## src/design/ildr_pkg.sv

```systemverilog
// Shared types and constants for the integer-literal-to-double rewriter.
`timescale 1ns / 1ps

package ildr_pkg;

  localparam int QUEUE_DEPTH = 4;

  localparam logic [7:0] CH_DOT    = 8'h2E;
  localparam logic [7:0] CH_ZERO   = 8'h30;
  localparam logic [7:0] CH_NINE   = 8'h39;
  localparam logic [7:0] CH_E_LO   = 8'h65;
  localparam logic [7:0] CH_E_UP   = 8'h45;
  localparam logic [7:0] CH_BSLASH = 8'h5C;
  localparam logic [7:0] CH_NL     = 8'h0A;
  localparam logic [7:0] CH_SLASH  = 8'h2F;
  localparam logic [7:0] CH_STAR   = 8'h2A;
  localparam logic [7:0] CH_DQUOTE = 8'h22;
  localparam logic [7:0] CH_SQUOTE = 8'h27;
  localparam logic [7:0] CH_PLUS   = 8'h2B;
  localparam logic [7:0] CH_MINUS  = 8'h2D;
  localparam logic [7:0] CH_A_LO   = 8'h61;
  localparam logic [7:0] CH_Z_LO   = 8'h7A;
  localparam logic [7:0] CH_A_UP   = 8'h41;
  localparam logic [7:0] CH_Z_UP   = 8'h5A;
  localparam logic [7:0] CH_NUL    = 8'h00;

  typedef struct packed {
    logic [7:0] ch;
    logic       expand;
  } item_t;

  typedef struct packed {
    logic block_cmt;
    logic line_cmt;
    logic str;
    logic chr;
    logic num;
    logic ident;
    logic exp_seen;
    logic pt_seen;
  } flags_t;

  typedef enum logic [1:0] {
    PH_FIRST,
    PH_SECOND,
    PH_THIRD
  } phase_t;

endpackage

```

## src/design/int_literal_to_double_rewriter_unit.sv

```systemverilog
// Top level of the integer-literal-to-double rewriter.
// Input channel: in_valid/in_ready with in_char, one C source byte per transaction.
// Output channel: out_valid/out_ready with out_char and out_last.
// Every input byte is echoed. When the byte ends an integer literal that had no
// exponent letter and no point, ".0" is sent first, so one input gives one or
// three output transactions; out_last marks the final byte of each group.
// An accepted byte is written into the queue and is offered on the output once it reaches the queue head.
// Throughput: one input byte per cycle while the queue is not full and the output takes
// one byte per cycle; an expanded byte holds the emitter for its three output bytes.
// A queue of QueueDepth entries parts the front end from the emitter; in_ready
// drops only when it is full, so output stalls back up into the input after
// QueueDepth bytes.
// Reset (rst_n low, synchronous) clears all lexical flags, the previous byte,
// the queue and the emitter phase. An integer still open when the stream stops
// never receives its ".0".
`timescale 1ns / 1ps

module int_literal_to_double_rewriter_unit #(
  parameter int QueueDepth = ildr_pkg::QUEUE_DEPTH
) (
  input  logic       clk,
  input  logic       rst_n,
  input  logic       in_valid,
  output logic       in_ready,
  input  logic [7:0] in_char,
  output logic       out_valid,
  input  logic       out_ready,
  output logic [7:0] out_char,
  output logic       out_last
);

  ildr_pkg::item_t push_item, head_item;
  logic            push, full, pop, head_valid;

  ildr_front u_front (
    .clk      (clk),
    .rst_n    (rst_n),
    .in_valid (in_valid),
    .in_ready (in_ready),
    .in_char  (in_char),
    .q_full   (full),
    .q_push   (push),
    .q_item   (push_item)
  );

  ildr_queue #(.Depth(QueueDepth)) u_queue (
    .clk        (clk),
    .rst_n      (rst_n),
    .push       (push),
    .push_item  (push_item),
    .full       (full),
    .pop        (pop),
    .head_valid (head_valid),
    .head_item  (head_item)
  );

  ildr_back u_back (
    .clk       (clk),
    .rst_n     (rst_n),
    .q_valid   (head_valid),
    .q_item    (head_item),
    .q_pop     (pop),
    .out_valid (out_valid),
    .out_ready (out_ready),
    .out_char  (out_char),
    .out_last  (out_last)
  );

endmodule

```

## src/design/ildr_front.sv

```systemverilog
// Front end: accepts source bytes, tracks lexical regions, tags bytes that end an integer with no exponent or point.
`timescale 1ns / 1ps

module ildr_front (
  input  logic          clk,
  input  logic          rst_n,
  input  logic          in_valid,
  output logic          in_ready,
  input  logic [7:0]    in_char,
  input  logic          q_full,
  output logic          q_push,
  output ildr_pkg::item_t q_item
);

  ildr_pkg::flags_t flags_r, flags_nxt;
  logic [7:0]       prev_r, prev_nxt;
  logic             expand;
  logic             is_letter, is_digit, prev_e;

  assign in_ready = !q_full;
  assign q_push   = in_valid && in_ready;

  always_comb begin
    is_letter = ((in_char >= ildr_pkg::CH_A_LO) && (in_char <= ildr_pkg::CH_Z_LO)) ||
                ((in_char >= ildr_pkg::CH_A_UP) && (in_char <= ildr_pkg::CH_Z_UP));
    is_digit  = (in_char >= ildr_pkg::CH_ZERO) && (in_char <= ildr_pkg::CH_NINE);
    prev_e    = (prev_r == ildr_pkg::CH_E_LO) || (prev_r == ildr_pkg::CH_E_UP);
  end

  always_comb begin
    flags_nxt = flags_r;
    prev_nxt  = in_char;
    expand    = 1'b0;
    priority if (flags_r.block_cmt) begin
      if ((prev_r == ildr_pkg::CH_STAR) && (in_char == ildr_pkg::CH_SLASH))
        flags_nxt.block_cmt = 1'b0;
    end else if (flags_r.line_cmt) begin
      if ((prev_r != ildr_pkg::CH_BSLASH) && (in_char == ildr_pkg::CH_NL))
        flags_nxt.line_cmt = 1'b0;
    end else if (flags_r.str) begin
      if (in_char == ildr_pkg::CH_DQUOTE) flags_nxt.str = 1'b0;
    end else if (flags_r.chr) begin
      if (in_char == ildr_pkg::CH_SQUOTE) flags_nxt.chr = 1'b0;
    end else if ((prev_r == ildr_pkg::CH_SLASH) && (in_char == ildr_pkg::CH_STAR)) begin
      flags_nxt.block_cmt = 1'b1;
      prev_nxt            = ildr_pkg::CH_NUL;
    end else if ((prev_r == ildr_pkg::CH_SLASH) && (in_char == ildr_pkg::CH_SLASH)) begin
      flags_nxt.line_cmt = 1'b1;
    end else if (in_char == ildr_pkg::CH_DQUOTE) begin
      flags_nxt.str = 1'b1;
    end else if (in_char == ildr_pkg::CH_SQUOTE) begin
      flags_nxt.chr = 1'b1;
    end else if (!flags_r.num && !flags_r.ident && is_letter) begin
      flags_nxt.ident = 1'b1;
    end else if (flags_r.ident && !(is_letter || is_digit)) begin
      flags_nxt.ident = 1'b0;
    end else if (!flags_r.num && !flags_r.ident && is_digit &&
                 (prev_r != ildr_pkg::CH_DOT)) begin
      flags_nxt.num      = 1'b1;
      flags_nxt.pt_seen  = 1'b0;
      flags_nxt.exp_seen = 1'b0;
    end else if (flags_r.num) begin
      priority if (is_digit) begin
        flags_nxt.num = 1'b1;
      end else if ((in_char == ildr_pkg::CH_E_LO) || (in_char == ildr_pkg::CH_E_UP)) begin
        flags_nxt.exp_seen = 1'b1;
      end else if (in_char == ildr_pkg::CH_DOT) begin
        flags_nxt.pt_seen = 1'b1;
      end else if (prev_e &&
                   ((in_char == ildr_pkg::CH_PLUS) || (in_char == ildr_pkg::CH_MINUS))) begin
        flags_nxt.num = 1'b1;
      end else begin
        expand        = !flags_r.exp_seen && !flags_r.pt_seen;
        flags_nxt.num = 1'b0;
      end
    end else begin
      flags_nxt = flags_r;
    end
  end

  always_comb begin
    q_item.ch     = in_char;
    q_item.expand = expand;
  end

  always_ff @(posedge clk) begin
    if (!rst_n) begin
      flags_r <= '0;
      prev_r  <= '0;
    end else if (q_push) begin
      flags_r <= flags_nxt;
      prev_r  <= prev_nxt;
    end
  end

endmodule

```

## src/design/ildr_queue.sv

```systemverilog
// Short FIFO between the front end and the emitter.
`timescale 1ns / 1ps

module ildr_queue #(
  parameter int Depth = ildr_pkg::QUEUE_DEPTH
) (
  input  logic            clk,
  input  logic            rst_n,
  input  logic            push,
  input  ildr_pkg::item_t push_item,
  output logic            full,
  input  logic            pop,
  output logic            head_valid,
  output ildr_pkg::item_t head_item
);

  localparam int PtrW = (Depth > 1) ? $clog2(Depth) : 1;
  localparam int CntW = $clog2(Depth + 1);

  ildr_pkg::item_t mem_r [Depth];
  logic [PtrW-1:0] wr_ptr_r, rd_ptr_r;
  logic [CntW-1:0] count_r;
  logic            do_pop;

  assign full       = (count_r == CntW'(Depth));
  assign head_valid = (count_r != '0);
  assign head_item  = mem_r[rd_ptr_r];
  assign do_pop     = pop && head_valid;

  always_ff @(posedge clk) begin
    if (push) mem_r[wr_ptr_r] <= push_item;
  end

  always_ff @(posedge clk) begin
    if (!rst_n) begin
      wr_ptr_r <= '0;
      rd_ptr_r <= '0;
      count_r  <= '0;
    end else begin
      if (push) wr_ptr_r <= (wr_ptr_r == PtrW'(Depth - 1)) ? '0 : wr_ptr_r + 1'b1;
      if (do_pop) rd_ptr_r <= (rd_ptr_r == PtrW'(Depth - 1)) ? '0 : rd_ptr_r + 1'b1;
      unique case ({push, do_pop})
        2'b10:   count_r <= count_r + 1'b1;
        2'b01:   count_r <= count_r - 1'b1;
        default: count_r <= count_r;
      endcase
    end
  end

endmodule

```

## src/design/ildr_back.sv

```systemverilog
// Emitter: sends each queued byte, preceded by ".0" when tagged.
`timescale 1ns / 1ps

module ildr_back (
  input  logic            clk,
  input  logic            rst_n,
  input  logic            q_valid,
  input  ildr_pkg::item_t q_item,
  output logic            q_pop,
  output logic            out_valid,
  input  logic            out_ready,
  output logic [7:0]      out_char,
  output logic            out_last
);

  ildr_pkg::phase_t phase_r, phase_nxt;
  logic             fire;

  assign out_valid = q_valid;
  assign fire      = out_valid && out_ready;
  assign q_pop     = fire && out_last;

  always_comb begin
    phase_nxt = phase_r;
    if (fire) begin
      unique case (phase_r)
        ildr_pkg::PH_FIRST:  phase_nxt = q_item.expand ? ildr_pkg::PH_SECOND
                                                       : ildr_pkg::PH_FIRST;
        ildr_pkg::PH_SECOND: phase_nxt = ildr_pkg::PH_THIRD;
        ildr_pkg::PH_THIRD:  phase_nxt = ildr_pkg::PH_FIRST;
        default:             phase_nxt = ildr_pkg::PH_FIRST;
      endcase
    end
  end

  always_comb begin
    out_char = q_item.ch;
    out_last = 1'b1;
    if (q_item.expand) begin
      unique case (phase_r)
        ildr_pkg::PH_FIRST: begin
          out_char = ildr_pkg::CH_DOT;
          out_last = 1'b0;
        end
        ildr_pkg::PH_SECOND: begin
          out_char = ildr_pkg::CH_ZERO;
          out_last = 1'b0;
        end
        default: begin
          out_char = q_item.ch;
          out_last = 1'b1;
        end
      endcase
    end
  end

  always_ff @(posedge clk) begin
    if (!rst_n) phase_r <= ildr_pkg::PH_FIRST;
    else        phase_r <= phase_nxt;
  end

  a_mid_needs_expand: assert property (@(posedge clk) disable iff (!rst_n)
    (phase_r != ildr_pkg::PH_FIRST) |-> (q_valid && q_item.expand))
    else $error("emitter mid-sequence without a tagged head");

  a_stall_holds_phase: assert property (@(posedge clk) disable iff (!rst_n)
    (out_valid && !out_ready) |=> (phase_r == $past(phase_r)))
    else $error("phase moved during stall");

  a_sequence_continues: assert property (@(posedge clk) disable iff (!rst_n)
    (fire && !out_last) |=> (out_valid && q_item.expand))
    else $error("expansion sequence broken");

endmodule
```

## config.mk

```make
export PLATFORM = sky130hd
export DESIGN_NAME = int_literal_to_double_rewriter_unit
export DESIGN_NICKNAME = d
export VERILOG_FILES = /design/src/design/ildr_pkg.sv /design/src/design/int_literal_to_double_rewriter_unit.sv /design/src/design/ildr_front.sv /design/src/design/ildr_queue.sv /design/src/design/ildr_back.sv
export SDC_FILE = /design/constraint.sdc
export NUM_CORES = 1
export LEC_CHECK = 0
export ABC_AREA = 0
export BUFFER_PORTS_ARGS = -buffer_cell sky130_fd_sc_hd__buf_2
export CAP_MARGIN = 10
export CORE_MARGIN = 3
export CORE_UTILIZATION = 36
export DETAILED_ROUTE_END_ITERATION = 10
export GPL_TIMING_DRIVEN = 0
export PLACE_DENSITY = 0.59
export SYNTH_ARGS = -nofsm -noshare
export SYNTH_HDL_FRONTEND = slang
export SYNTH_SLANG_ARGS = --single-unit
```

## constraint.sdc

```tcl
create_clock -name clk -period 7.55 [get_ports clk]
set_input_delay 1.1325 -clock clk [delete_from_list [all_inputs] [get_ports clk]]
set_output_delay 1.1325 -clock clk [all_outputs]
set_load 0.05 [all_outputs]
```

==> results.md <==
* Critical path, cell by cell: buf_2 -> mux4_2 -> nand2b_1 -> buf_2 -> nand2_1 -> o21ai_0 -> buf_2
* Wire per inst at between 15 and 20 um
* Clock Latency Late Sink at ~0.34 ns
* Sequential share of the synthesized area at 0.544
* Fmax achieved at between 0.2 and 0.3 GHz
* RSZ-0062 raised after global routing: no
* Largest fanout on the critical path at 10
* Crit start category: flop
* Crit-path most repeated cell: buf_2
* Initial DRC count at 119
* Reg2Reg Setup Slack at between 4 and 5 ns
* Chip width at roughly 97 um
* R2R depth at 10
* Row cnt at 32
* Initial core utilization at 0.378
* H-tree depth at 3
* Final core utilization at 0.434
* Worst EP required at 6.42 ns
* Yosys top cell area share at 0.363
* Largest net degree at the start of global routing at 13
* Worst hold-check path type: reg2reg
* Netlist cell types at 58
* Grt ovf at 0
* Final max-slew violation count at 0
* Hold Vio Cnt, Final at 0
* TritonRoute pass-1 iters at 4
* Longest Clk Path Bufs at 2
* CTS tree: built
* Post-route DRC violation count at 0
* CP max stage cell: mux4_2
* Final Wtd Congestion at a little under 0.8
* Core footprint at a little under 8000 um^2
* Capture point of the worst reg-to-reg path: u_queue.count_r[2]$_SDFFE_PN0P_
* Crit-path max cell delay at 0.54 ns
* # resized after CTS at 0
* Drt total wl at about 6200 um
* Setup Crit Path Kind: reg2out
* Area grow syn2layout at 14.9%
* Clock sinks at 63
* Setup bufs post-CTS at 0
* Leak at roughly 1.2 nW
* PortBufs at 22
* Vias in the first global route at 2088
* Vias per Instance at between 5 and 6
* Clk slew on worst S/H paths at ~0.080 ns
* Post-synth top area cell: edfxtp_1
* Netlist Area Pre-Place at 2980 um^2
* Post-route cell area at 3430 um^2
* Most common cell in the netlist: edfxtp_1
* Antenna diode count at 0
* Hold Startpoint: u_front.prev_r[5]$_SDFFE_PN0P_
* Max_cap viols at 0
* Num ports at 23
* Worst Hold Endpoint: u_front.prev_r[5]$_SDFFE_PN0P_
* Synth Flop Type: edfxtp_1
* Setup TNS at 0 ns
* Top cells by count, synth: edfxtp_1, nand2_1, dfxtp_1
* Family with the most delay on the worst path: buffers and inverters
* EDFF count, synth at 36
* Synth area leaders: edfxtp_1, dfxtp_1, mux4_2
* Relative slew margins at 0.638
* Mean Syn Cell Area at roughly 12 um^2
* Async S/R FF share, synth at 0
* Dpl hpwl at between 4000 and 5000 um
* WP buf/inv at 3
* Post-synth net total at ~280
* Num CTS Buffers at 9
* Worst Tran Pin Value at about 0.54 ns
* DP Area at between 3000 and 4000 um^2
* CTS Root Cell: clkbuf_8
* Final setup fails at 0
* Setup crit end kind: output pin
* GRT Total Usage at 0.138
* Antenna Violating Nets Remaining at 0
* Maximum vdd drop at around 0.00012 V
* Global-route wire length before repair at between 10000 and 15000 um
* Vias at approximately 2100
* Yosys reg bits at 63
* Crit path DAT at around 2.3 ns
* # hold bufs at CTS at 0
* Syn Inst Count at 256
* Clk_skew at roughly 0.016 ns
* Final min period at 3.46 ns
* Power per Cell Area at approximately 290 nW/um^2
* Post-route clock period utilization at 0.458
* Fraction of layout instances using a drive strength above 1 at 0.207
* Nets at roughly 300
* Warnings from Yosys at 0
* Hold path cells at 2
* Full die area at between 9000 and 10000 um^2
* Die Ht at between 90 and 100 um
* Status: finished, final reports clean
* Overall Power at 0.993 mW
* Initial antenna violation count at 0
==> tightest hold or removal path, stage by stage (launching register included) <==
cell and delay [ns]:
dfxtp_1 0.31, nand2_1 0.05, a21oi_1 0.05
==> layout make-up <==
type | instances | area [um^2]
Sequential cell | 63 | 1620
Tap cell | 102 | 128
Multi-Input combinational cell | 170 | 1260
Timing Repair Buffer | 22 | 110
Fill cell | 723 | 4460
Clock buffer | 10 | 138
Inverter | 10 | 37.5
Buffer | 13 | 60.1
Clock inverter | 6 | 68.8
==> registers in the layout (all words and copies together), names as in the netlist, named ones only <==
register,cells
u_queue.count_r,3
u_queue.mem_r,36
u_queue.rd_ptr_r,2
u_back.phase_r,2
u_front.prev_r,8
u_queue.wr_ptr_r,2
u_front.flags_r,8
==> per-stage QoR <==
step / instances / hold slack (ns) / setup WS (ns)
after detailed placement: 380 / 0.453 / 4.40
after floorplan: 256 / 0.438 / 4.10
after global routing: 396 / 0.497 / 3.81
after CTS: 396 / 0.463 / 4.02
final: 396 / 0.462 / 4.09
after global placement: 380 / 0.454 / 4.42
==> worst max path at each step <==
| stage | startpoint | endpoint | cells past startpoint |
|---|---|---|---|
| 2_1_floorplan | flop | out_char[1] | 5 |
| 5_1_grt | flop | out_char[2] | 7 |
| 3_5_place_dp | in_char[1] | u_queue.mem_r[0][0]$_DFFE_PP_ | 7 |
| 4_1_cts | flop | out_char[1] | 7 |
| 3_3_place_gp | in_char[1] | u_queue.mem_r[0][0]$_DFFE_PP_ | 7 |
| 6_report | flop | out_char[1] | 7 |
==> report_power, final <==
group          internal [mW]  switching, mW  total [mW]
logic                 0.0933          0.189       0.282
clock network          0.162          0.135       0.297
registers              0.395         0.0185       0.414
==> cells in the final DEF, fill, tap and decap left out, drive strengths merged, types with 3 or more instances in the layout <==
cell      instances
or3               4
xnor2             3
clkinvlp          4
nor2              7
ha                6
dfxtp            27
a21oi             7
a21boi           10
o21ai             8
edfxtp           36
and2              9
buf              29
and3              7
nand2b            3
nor3              5
inv              11
nand2            33
or4               3
nand3             7
clkbuf           16
nor2b             6
nor4              5
mux4              9
==> routing by layer <==
metal | share of wire | wire [um] | vias up | GRT usage
li1 | - | - | 1022 | -
met1 | 0.46 | 2880 | 1012 | 0.175
met2 | 0.47 | 2960 | 51 | 0.222
met3 | 0.050 | 313 | 8 | 0.0497
met4 | 0.012 | 76 | 0 | 0.0389
met5 | 0 | 0 | - | 0
==> cell families (layout without fill, tap and decap cells) <==
| logic type | count (synthesis) | count (layout) | synth area share |
|---|---|---|---|
| buffers and inverters | 23 | 61 | 0.0327 |
| multiplexers | 12 | 12 | 0.0785 |
| XOR/XNOR | 5 | 5 | 0.0147 |
| flip-flops | 63 | 63 | 0.544 |
| AND/OR/NAND/NOR | 103 | 103 | 0.191 |
| adder cells (fa/ha/maj) | 7 | 7 | 0.0319 |
| AO/OA/AOI/OAI | 43 | 43 | 0.107 |
(Power assumes the default switching activity.)
